[src/hw/rtl/rvf_pkg.sv]
`timescale 1ns / 1ps
// ----------------------------------------------------------------------------
// Record ring FIFO package
// Shared widths, operation and status codes, and the item types that pass
// between the front and back parts of the record ring FIFO.
// ----------------------------------------------------------------------------
package rvf_pkg;

   localparam int unsigned DEPTH_DEFAULT = 512;
   localparam int unsigned MAX_RECORD    = 64;

   localparam int unsigned OP_W     = 2;
   localparam int unsigned BYTE_W   = 8;
   localparam int unsigned LEN_W    = 7;
   localparam int unsigned STATUS_W = 2;

   typedef enum logic [OP_W-1:0] {
      OP_PUSH  = 2'd0,
      OP_POP   = 2'd1,
      OP_PEEK  = 2'd2,
      OP_CLEAR = 2'd3
   } op_type;

   typedef enum logic [STATUS_W-1:0] {
      STATUS_OK    = 2'd0,
      STATUS_FULL  = 2'd1,
      STATUS_EMPTY = 2'd2
   } status_type;

   // Decoded command as it waits in the command queue.
   typedef struct packed {
      logic              is_push;
      logic              is_pop;
      logic              is_peek;
      logic              is_clear;
      logic [BYTE_W-1:0] data_byte;
      logic [LEN_W-1:0]  length;
   } cmd_type;

   // One result item, apart from the free byte count whose width follows DEPTH.
   typedef struct packed {
      status_type        status;
      logic [BYTE_W-1:0] out_byte;
      logic              has_data;
      logic [LEN_W-1:0]  stored_length;
      logic              last;
      logic              is_empty;
   } rsp_type;

endpackage

[src/hw/rtl/rvf_front.sv]
`timescale 1ns / 1ps
// ----------------------------------------------------------------------------
// Record ring FIFO front end
// Accepts input items, decodes the operation and holds the decoded commands
// in a two-entry queue for the back end.
// ----------------------------------------------------------------------------
module rvf_front (
   input  logic                          clock,
   input  logic                          reset,
   input  logic                          push,
   input  logic [rvf_pkg::OP_W-1:0]      req_operation,
   input  logic [rvf_pkg::BYTE_W-1:0]    req_data_byte,
   input  logic [rvf_pkg::LEN_W-1:0]     req_length,
   output logic                          full,
   output logic                          cmd_valid,
   output rvf_pkg::cmd_type              cmd,
   input  logic                          cmd_take
);
   import rvf_pkg::*;

   cmd_type    slot_ff [2];
   logic       wr_idx_ff, wr_idx_in;
   logic       rd_idx_ff, rd_idx_in;
   logic [1:0] count_ff, count_in;
   logic       accept;
   cmd_type    dec;

   assign full      = (count_ff == 2'd2);
   assign accept    = push && !full;
   assign cmd_valid = (count_ff != 2'd0);
   assign cmd       = slot_ff[rd_idx_ff];

   always_comb begin
      dec           = '0;
      dec.data_byte = req_data_byte;
      dec.length    = req_length;
      unique case (op_type'(req_operation))
         OP_PUSH:  dec.is_push  = 1'b1;
         OP_POP:   dec.is_pop   = 1'b1;
         OP_PEEK:  dec.is_peek  = 1'b1;
         OP_CLEAR: dec.is_clear = 1'b1;
         default:  dec.is_clear = 1'b1;
      endcase
   end

   always_comb begin
      wr_idx_in = accept   ? ~wr_idx_ff : wr_idx_ff;
      rd_idx_in = cmd_take ? ~rd_idx_ff : rd_idx_ff;
      count_in  = count_ff + {1'b0, accept} - {1'b0, cmd_take};
   end

   always_ff @(posedge clock) begin
      if (accept) begin
         slot_ff[wr_idx_ff] <= dec;
      end
   end

   always_ff @(posedge clock) begin
      if (reset) begin
         wr_idx_ff <= 1'b0;
         rd_idx_ff <= 1'b0;
         count_ff  <= 2'd0;
      end else begin
         wr_idx_ff <= wr_idx_in;
         rd_idx_ff <= rd_idx_in;
         count_ff  <= count_in;
      end
   end

endmodule

[config.mk]
export PLATFORM = sky130hd
export DESIGN_NAME = rvf_front
export DESIGN_NICKNAME = d
export VERILOG_FILES = /design/src/hw/rtl/rvf_pkg.sv /design/src/hw/rtl/rvf_front.sv
export SDC_FILE = /design/constraint.sdc
export NUM_CORES = 1
export LEC_CHECK = 0
export BUFFER_PORTS_ARGS = -buffer_cell sky130_fd_sc_hd__buf_2
export CORE_AREA = 2 2 78 80
export CTS_CLUSTER_DIAMETER = 120
export DETAILED_ROUTE_END_ITERATION = 10
export DIE_AREA = 0 0 80 82
export GPL_TIMING_DRIVEN = 0
export PLACE_DENSITY = 0.45
export SLEW_MARGIN = 10
export SYNTH_ARGS = -nofsm -noshare
export SYNTH_HDL_FRONTEND = slang
export SYNTH_SLANG_ARGS = --single-unit
[constraint.sdc]
create_clock -name clock -period 3.4 [get_ports clock]
set_input_delay 0.34 -clock clock [delete_from_list [all_inputs] [get_ports clock]]
set_output_delay 0.34 -clock clock [all_outputs]
set_load 0.05 [all_outputs]
==> summary.txt, run 1 <==
Cells and area
  • Ant. Diodes: 0
  • Fillers: 596
  • Layout Utilization: 35.32%
  • Layout cells sized above 1: 53.28%
  • Post-Layout Cell Count: 212
  • Area of the multi-input gates: 347.8 µm²
  • Sequential Area: 1241 µm²
  • Syn-to-layout area delta: 25.06%
  • NumNets Final: 159

Placement
  • Post-DP HPWL: 1.902 mm
  • Dpl cells: 204
  • IO Port Bufs: 41
  • Setup Slack @ Placement: 1508 ps
  • Routability cong.: 0.6253

Clock network
  • Clk pin slew, worst setup/hold paths: 80 ps
  • Root buf cell: clkbuf_8
  • Clock buffer count from CTS: 5
  • CTS max path bufs: 2
  • Hold_buf cts: 0
  • # H-tree levels: 2
  • Post-CTS Resized: 0
  • CTS tree: built
  • Later-pin clock latency in the skew report: 290 ps
  • Postcts setup bufs: 0
  • Clk sinks: 43

Route
  • DRT Wirelength: 2.867 mm
  • Via count: 879
  • Routed WL per cell: 13.52 µm
  • Pre-antenna DRT Iters: 3
  • Antenna Nets Post-Route: 0
  • Remaining DRCs: 0
  • Drt initial violations: 45
  • Via density: 4.146

Synth
  • Synthesized area: 1623 µm²
  • Syn Inst Count: 88
  • #FFs+latches synth: 43
  • Register area share after synthesis: 76.48%
  • EDFF count, synth: 38
  • Netlist cell types: 20
  • Syn_nets: 111
  • Ys async rst share: 0%
  • Mapped Avg Cell Area: 18.44 µm²
  • Syn. warnings: 0
  • Main synth FF type: edfxtp_1

STA
  • RSZ-0062 raised after global routing: false
  • Setup TNS: 0 ps
  • Worst slew margin: 46.16%
  • Max Fclk: 537.1 MHz
  • Fin crit share: 54.76%
  • Clock skew: 4.499 ps
  • Setup violations, final: 0
  • Post-route minimum period: 1862 ps
  • Fin. max-slew vios: 0
  • Worst Slack Setup Final: 1538 ps
  • Worst Max-Slew Pin Slew: 806.7 ps
  • Hold slack: 239.8 ps
  • Hold Violations, Final: 0

GRT
  • Gr usage total: 9.230%
  • Initial antenna violation count: 0
  • Vias in the first global route: 966
  • Pin count of the biggest net entering global routing: 20
  • First-pass GRT wire length: 4.284 mm
  • GRT overflow: 0

Die
  • Die area: 6560 µm²
  • DIE HEIGHT: 82 µm
  • Row Count: 28
  • CORE AREA: 5746 µm²
  • Die width: 80 µm
  • Number of I/O pins: 42
  • Starting Density: 28.24%

Worst setup path
  • R2R cell count: 4
  • Critical path class: reg -> out
  • R2R Path Start: count_ff[0]
  • Crit Path Max Fanout: 10
  • Worst flop-to-flop path endpoint: slot_ff[0][17]
  • CP endpoint kind: output port
  • Reg2reg setup slack: 1560 ps
  • Critical path arrival: 1520 ps
  • CP startpoint kind: flop
  • CP Data Required Time: 3060 ps

Min path
  • Class of the tightest hold or removal check: in -> reg
  • Hold Path Origin: req_data_byte[4]
  • Hold Path Sink: slot_ff[1][11]
  • Hold Path Depth: 1

Power
  • Clock share of power: 25.8%
  • Sw frac: 32.73%
  • Comb pwr share: 27.9%
  • Worst vdd ir: 383.0 µV
  • LEAKAGE: 0.7875 nW
  • Pwr per Cell Area: 726.6 nW/µm²
  • P_sw: 0.0004826 W
  • Internal Power: 0.0009919 W
  • Sequential power share: 46.3%

Status
  • Status: complete, no violations

Job
  • Max-cap violation count: 0
## layout make-up
type	instances	area share (%)
buffer	2	0.9248
multi-input combinational	39	17.14
sequential	43	61.16
tap	75	4.624
inverter	4	0.7398
timing repair buffer	41	10.11
clock inverter	3	1.911
clock buffer	5	3.391
## synthesized netlist by cell type (2+ instances only)
master	number	area [µm²]
nor2b_1	3	18.77
nor2_1	4	15.01
xnor2_1	2	17.52
inv_1	3	11.26
dfxtp_1	5	100.1
mux2_2	19	214.0
edfxtp_1	38	1141
ha_1	2	25.02
## worst max-delay path: stages, from the launching register on
cell	delay [ps]
dfxtp_1	310
buf_4	180
buf_6	180
mux2_2	350
buf_2	210
## cells by family (layout without fill, tap and decap cells)
group | after synthesis | after routing | share of synthesized area, %
AND/OR/NAND/NOR | 13 | 13 | 4.472
AO/OA/AOI/OAI | 2 | 2 | 0.6162
buffers and inverters | 6 | 55 | 2.082
multiplexers | 19 | 19 | 13.18
XOR/XNOR | 3 | 3 | 1.619
flip-flops | 43 | 43 | 76.48
adder cells (fa/ha/maj) | 2 | 2 | 1.542
## stage by stage
stage	total power, W	cell area (µm²)
after detailed placement	0.001114	1922
after floorplan	0.001015	1623
after CTS	0.001494	2029
after global placement	0.001102	1922
final	0.001475	2029
after global routing	0.001547	2029
## placed cells by master, fill, tap and decap left out, drive strengths merged
cell,netlist,layout
o21ai,1,1
bufinv,0,1
clkinv,0,2
nor2b,3,3
inv,4,4
dfxtp,5,5
buf,2,43
xnor2,2,2
or2,1,1
nand2b,1,1
nor2,4,4
ha,2,2
edfxtp,38,38
and2,1,1
xor2,1,1
clkbuf,0,5
nand2,1,1
mux2,19,19
and3,1,1
or3,1,1
a21oi,1,1
## worst max path at each step
stage,from,to,slack (ps),cells past startpoint
floorplan,count_ff[0],slot_ff[0][0],1720,4
global placement,push,slot_ff[0][16],1530,4
detailed placement,push,slot_ff[0][17],1510,4
CTS,flop,cmd[9],1510,4
global route,count_ff[0],slot_ff[0][7],1420,4
finish,flop,cmd[8],1540,4
## power groups by stage
| stage | sequential, W | combinational [W] | clock, W |
|---|---|---|---|
| 2_1_floorplan | 0.000688 | 0.000328 | 0 |
| 3_3_place_gp | 0.000691 | 0.000411 | 0 |
| 3_5_place_dp | 0.000695 | 0.000419 | 0 |
| 4_1_cts | 0.000683 | 0.000419 | 0.000391 |
| 5_1_grt | 0.000690 | 0.000440 | 0.000417 |
| 6_report | 0.000683 | 0.000411 | 0.000381 |
## state kept, by name, indices dropped and copies added (netlist names), named ones only
signal     cells
count_ff       2
rd_idx_ff      1
slot_ff       38
wr_idx_ff      1
## metal layers
layer | up-vias | track usage, % | part of all wire [%]
met5 | - | 0 | 0
met4 | 0 | 4.068 | 0.66
met3 | 2 | 4.066 | 6.2
met2 | 29 | 16.92 | 53
met1 | 431 | 8.970 | 40
li1 | 417 | - | -
Note: power is estimated with default switching activity, not from simulation.
==> inputs of run 2 (changes only) <==
--- a/config.mk
+++ b/config.mk
@@ -11,7 +11,7 @@
 export DETAILED_ROUTE_END_ITERATION = 10
 export DIE_AREA = 0 0 80 82
 export GPL_TIMING_DRIVEN = 0
-export PLACE_DENSITY = 0.45
+export PLACE_DENSITY = 0.47
 export SLEW_MARGIN = 10
 export SYNTH_ARGS = -nofsm -noshare
 export SYNTH_HDL_FRONTEND = slang
==> constraint.sdc (replaced) <==
create_clock -name clock -period 1.6 [get_ports clock]
set_input_delay 0.16 -clock clock [delete_from_list [all_inputs] [get_ports clock]]
set_output_delay 0.16 -clock clock [all_outputs]
set_load 0.05 [all_outputs]
==> summary.txt, run 2 (synthesis gave the netlist of run 1 again) <==
Cells and area
  • Ant. Diodes: 0 (unchanged)
  • Max FFs per register: 38 (unchanged)
  • Largest Register: slot_ff
  • Area of the multi-input gates: 347.8 µm² (unchanged)
  • Layout cells sized above 1: 55.00% (+1.7 points)
  • Most frequent cells in the layout: edfxtp_1, buf_2, mux2_2, buf_4, clkbuf_8
  • Most common cell after layout, fill and taps aside: edfxtp_1
  • NumNets Final: 162 (+1.9%)
  • Syn-to-layout area delta: 29.99%
  • Fillers: 583 (-2.2%)
  • Top Registers: slot_ff x38, count_ff x2
  • Final instance area: 2110 µm² (+3.9%)
  • Sequential Area: 1244 µm² (+0.20%)
  • Post-Layout Cell Count: 215 (+1.4%)

Route
  • Drt initial violations: 30 (-33%)
  • Routed WL per cell: 13.07 µm (-3.4%)
  • Pre-antenna DRT Iters: 4 (+1)
  • DRT Wirelength: 2.809 mm (-2.0%)
  • Remaining DRCs: 0 (unchanged)
  • Via count: 883 (+0.46%)
  • Via density: 4.107 (-0.95%)
  • Antenna Nets Post-Route: 0 (unchanged)

Placement
  • IO Port Bufs: 41 (unchanged)
  • Setup Slack @ Placement: -35.90 ps (-1544 ps)
  • Post-DP HPWL: 1.846 mm (-3.0%)
  • Routability cong.: 0.6206 (-0.75%)
  • Area after DPL: 1926 µm² (+0.20%)
  • Dpl cells: 204 (unchanged)

STA
  • Setup violations, final: 0 (unchanged)
  • Fin. max-slew vios: 0 (unchanged)
  • Hold slack: 59.84 ps (-180.0 ps)
  • Worst Max-Slew Pin Slew: 483.8 ps (-322.9 ps)
  • Worst Slack Setup Final: 69.58 ps (-1468 ps)
  • Max Fclk: 653.4 MHz
  • Post-route minimum period: 1530 ps
  • Hold Violations, Final: 0 (unchanged)
  • Worst slew margin: 67.75% (+22 points)
  • RSZ-0062 raised after global routing: false
  • Fin crit share: 95.65%
  • Clock skew: 5.949 ps (+1.450 ps)

Worst setup path
  • WP depth: 3 (-1)
  • R2R Path Start: count_ff[0]
  • R2R cell count: 8 (+4)
  • CP startpoint kind: flop
  • CP Data Required Time: 1440 ps (-1620 ps)
  • CP peak stage delay: 380 ps (+30 ps)
  • Worst flop-to-flop path endpoint: count_ff[1]
  • Slowest-stage cell, CP: dfxtp_2
  • Crit Path Max Fanout: 9 (-1)
  • CP endpoint kind: output port
  • Critical path class: reg -> out
  • CP delay by family, top: flip-flops
  • CP Buf/Inv Count: 2 (-1)
  • Reg2reg setup slack: 120 ps (-1440 ps)
  • Critical path arrival: 1370 ps (-150 ps)
  • CP Cell Sequence: clkbuf_16, mux2_2, buf_2

Min path
  • Hold Path Depth: 1 (unchanged)
  • Hold Path Origin: req_length[4]
  • Class of the tightest hold or removal check: in -> reg
  • Hold Path Sink: slot_ff[1][4]

GRT
  • Pin count of the biggest net entering global routing: 20 (unchanged)
  • Gr usage total: 8.982% (-0.25 points)
  • Initial antenna violation count: 0 (unchanged)
  • Vias in the first global route: 899 (-6.9%)
  • GRT overflow: 0 (unchanged)
  • First-pass GRT wire length: 4.202 mm (-1.9%)

Clock network
  • Later-pin clock latency in the skew report: 280 ps (about the same)
  • CTS max path bufs: 2 (unchanged)
  • CTS tree: built
  • # H-tree levels: 2 (unchanged)
  • Clock buffer count from CTS: 5 (unchanged)
  • Hold_buf cts: 0 (unchanged)
  • Clk pin slew, worst setup/hold paths: 80 ps (about the same)
  • Root buf cell: clkbuf_8
  • Clk sinks: 43 (unchanged)

Die
  • Die area: 6560 µm² (unchanged)
  • DIE HEIGHT: 82 µm (unchanged)
  • Number of I/O pins: 42 (unchanged)
  • Row Count: 28 (unchanged)
  • CORE AREA: 5746 µm² (unchanged)
  • Die width: 80 µm (unchanged)
  • Starting Density: 28.24% (unchanged)

Power
  • Worst vdd ir: 795.0 µV (+110%)
  • Pwr per Cell Area: 1456 nW/µm² (+100%)
  • LEAKAGE: 0.8070 nW (+2.5%)

Status
  • Status: complete, no violations

Job
  • Max-cap violation count: 0 (unchanged)
==> run 2: power by group <==
group          leakage, nW  switching [W]  internal (W)
Clock               0.0403       0.000328      0.000297
Combinational        0.369       0.000642      0.000348
Sequential           0.398      0.0000503       0.00141
==> run 2: worst max path at each step <==
stage                     end  slack [ps]
2_1_floorplan   slot_ff[0][0]          70
3_3_place_gp   slot_ff[0][16]          10
3_5_place_dp   slot_ff[0][16]         -40
4_1_cts                cmd[7]          10
5_1_grt           count_ff[1]         0.9
6_report               cmd[3]          70
==> run 2: timing repair <==
action | in CTS | in global routing
setup endpoints to repair | 29 | 20
gates cloned | 0 | 1
resized for setup | 11 | 5
buffers inserted | 2 | 1
pin swaps | 0 | 1
==> run 2: area by class of cell <==
| cell class | instances | share of cell area [%] |
|---|---|---|
| Buffer | 1 | 0.9490 |
| Clock buffer | 6 | 3.440 |
| Tap cell | 75 | 4.448 |
| Multi-Input combinational cell | 39 | 16.49 |
| Clock inverter | 2 | 0.3559 |
| Timing Repair Buffer | 45 | 14.47 |
| Sequential cell | 43 | 58.96 |
| Inverter | 4 | 0.8897 |
==> run 2: layer usage <==
layer	GRT usage, %	routed length [µm]	vias up
met4	4.068	17	0
met3	3.956	190	2
met5	0	0	-
li1	-	-	425
met1	10.06	1219	426
met2	14.83	1382	30
==> run 2: metrics by stage <==
step / util [%] / TNS [ps] / power (W)
detailed placement: 33.51 / -657.6 / 0.002365
global route: 36.72 / 0 / 0.003226
floorplan: - / 0 / 0.002162
CTS: 35.91 / 0 / 0.003085
global placement: 33.51 / 0 / 0.002345
finish: 36.72 / 0 / 0.003072
==> inputs of run 3 (changes only) <==
--- a/config.mk
+++ b/config.mk
@@ -6,12 +6,14 @@
 export NUM_CORES = 1
 export LEC_CHECK = 0
 export BUFFER_PORTS_ARGS = -buffer_cell sky130_fd_sc_hd__buf_2
+export CELL_PAD_IN_SITES_DETAIL_PLACEMENT = 0
+export CELL_PAD_IN_SITES_GLOBAL_PLACEMENT = 1
 export CORE_AREA = 2 2 78 80
 export CTS_CLUSTER_DIAMETER = 120
 export DETAILED_ROUTE_END_ITERATION = 10
 export DIE_AREA = 0 0 80 82
 export GPL_TIMING_DRIVEN = 0
-export PLACE_DENSITY = 0.47
+export PLACE_DENSITY = 0.55
 export SLEW_MARGIN = 10
 export SYNTH_ARGS = -nofsm -noshare
 export SYNTH_HDL_FRONTEND = slang
==> summary.txt, run 3 (synthesis gave the netlist of run 1 again) <==
Placement
  • Area after DPL: 1926 µm² (unchanged)
  • IO Port Bufs: 41 (unchanged)
  • Routability cong.: 0.6102 (-1.7%)
  • Post-DP HPWL: 1.907 mm (+3.3%)

STA
  • Setup TNS: 0 ps (unchanged)
  • Worst slew margin: 68.84% (+1.1 points)
  • Hold slack: 61.08 ps (+1.236 ps)
  • Fin. max-slew vios: 0 (unchanged)
  • Worst Max-Slew Pin Slew: 467.5 ps (-16.34 ps)
  • Hold Violations, Final: 0 (unchanged)
  • Clock skew: 2.697 ps (-3.252 ps)
  • RSZ-0062 raised after global routing: true
  • Setup violations, final: 0 (unchanged)
  • Fin crit share: 96.31% (+0.66 points)
  • Max Fclk: 649.0 MHz (-0.68%)
  • Post-route minimum period: 1541 ps (+10.48 ps)

GRT
  • Vias in the first global route: 902 (+0.33%)
  • Pin count of the biggest net entering global routing: 20 (unchanged)
  • Top Usage Layer GRT: met2
  • Met1 GRT Util: 8.887% (-1.2 points)
  • First-pass GRT wire length: 4.146 mm (-1.3%)
  • GR Util met2: 15.83% (+1.0 points)
  • Gr usage total: 8.779% (-0.20 points)
  • GRT overflow: 0 (unchanged)
  • Initial antenna violation count: 0 (unchanged)
  • Met3 GRT Util: 4.176% (+0.22 points)

Cells and area
  • Max FFs per register: 38 (unchanged)
  • Most frequent cells in the layout: edfxtp_1, buf_2, mux2_2, buf_6
  • Largest Register: slot_ff
  • NumNets Final: 163 (+0.62%)
  • Ant. Diodes: 0 (unchanged)
  • Syn-to-layout area delta: 33.23%
  • Fillers: 573 (-1.7%)
  • Final instance area: 2162 µm² (+2.5%)
  • Most common cell after layout, fill and taps aside: edfxtp_1
  • Layout cells sized above 1: 56.74% (+1.7 points)
  • Top Registers: slot_ff x38, count_ff x2
  • Layout Utilization: 37.63% (+0.91 points)

Power
  • LEAKAGE: 0.8314 nW (+3.0%)
  • Worst vdd ir: 554.9 µV (-30%)
  • Pwr per Cell Area: 1502 nW/µm² (+3.1%)

Worst setup path
  • CP startpoint kind: flop
  • CP Data Required Time: 1440 ps (about the same)
  • Critical path arrival: 1380 ps (about the same)
  • CP endpoint kind: output port
  • Crit Path Max Fanout: 10 (+1)
  • Critical path class: reg -> out

Status
  • Status: complete, no violations

Clock network
  • Later-pin clock latency in the skew report: 280 ps (about the same)
  • Clock buffer count from CTS: 5 (unchanged)
  • Root buf cell: clkbuf_8
  • Clk sinks: 43 (unchanged)
  • CTS max path bufs: 2 (unchanged)
  • # H-tree levels: 2 (unchanged)
  • Hold_buf cts: 0 (unchanged)
  • CTS tree: built
  • Clk pin slew, worst setup/hold paths: 80 ps (about the same)

Route
  • Via density: 4.130 (+0.55%)
  • Antenna Nets Post-Route: 0 (unchanged)
  • Pre-antenna DRT Iters: 4 (unchanged)
  • Routed WL per cell: 12.56 µm (-3.9%)
  • Via count: 892 (+1.0%)
  • Remaining DRCs: 0 (unchanged)
  • DRT Wirelength: 2.713 mm (-3.4%)
  • Drt initial violations: 62 (+110%)

Die
  • DIE HEIGHT: 82 µm (unchanged)
  • Die area: 6560 µm² (unchanged)
  • Number of I/O pins: 42 (unchanged)
  • Die width: 80 µm (unchanged)
  • Starting Density: 28.24% (unchanged)
  • CORE AREA: 5746 µm² (unchanged)
  • Row Count: 28 (unchanged)

Job
  • Max-cap violation count: 0 (unchanged)

Min path
  • Class of the tightest hold or removal check: in -> reg
## run 3: worst paths after layout
path                                       start              to  slack [ps]  cells past startpoint
worst max-delay path                        flop         cmd[12]          60                      4
worst min-delay path            req_data_byte[4]  slot_ff[1][11]          60                      1
worst max register to register       count_ff[0]     count_ff[1]         120                      8
worst min register to register         wr_idx_ff       wr_idx_ff         490                      2
## run 3: power breakdown
group | total [W] | switching, W | leakage [nW] | internal [W]
registers | 0.00145 | 0.0000446 | 0.398 | 0.00141
logic | 0.00101 | 0.000650 | 0.378 | 0.000361
clock network | 0.000786 | 0.000330 | 0.0556 | 0.000456
## run 3: cell type report
class | instances | area, µm² | area share, %
Buffer | 2 | 26.28 | 1.215
Clock buffer | 5 | 68.82 | 3.183
Clock inverter | 3 | 38.79 | 1.794
Inverter | 4 | 18.77 | 0.8681
Multi-Input combinational cell | 39 | 350.3 | 16.20
Sequential cell | 43 | 1242 | 57.47
Tap cell | 75 | 93.84 | 4.340
Timing Repair Buffer | 45 | 322.8 | 14.93
## run 3: per-stage QoR
stage          setup WS [ps]  instances  power (W)
6_report               59.10        216   0.003247
5_1_grt               -3.110        216   0.003394
4_1_cts                18.57        216   0.003254
3_5_place_dp           9.906        204   0.002362
3_3_place_gp           18.53        204   0.002344
2_1_floorplan          71.94         88   0.002162
## run 3: metal layers
layer | part of all wire, % | wire (µm)
met1 | 40 | 1073
met2 | 53 | 1445
met3 | 6.7 | 181
met4 | 0.44 | 12
met5 | 0 | 0
## run 3: critical path: stages, from the launching register on
cell and delay [ps]:
dfxtp_1 320, buf_6 110, buf_8 140, mux2_2 340, buf_4 190
## run 3: repair_timing
action	4_1_cts	5_1_grt
gates resized for setup	9	15
buffers inserted	4	0
setup endpoints to repair	16	11
endpoints found under the hold margin	0	0
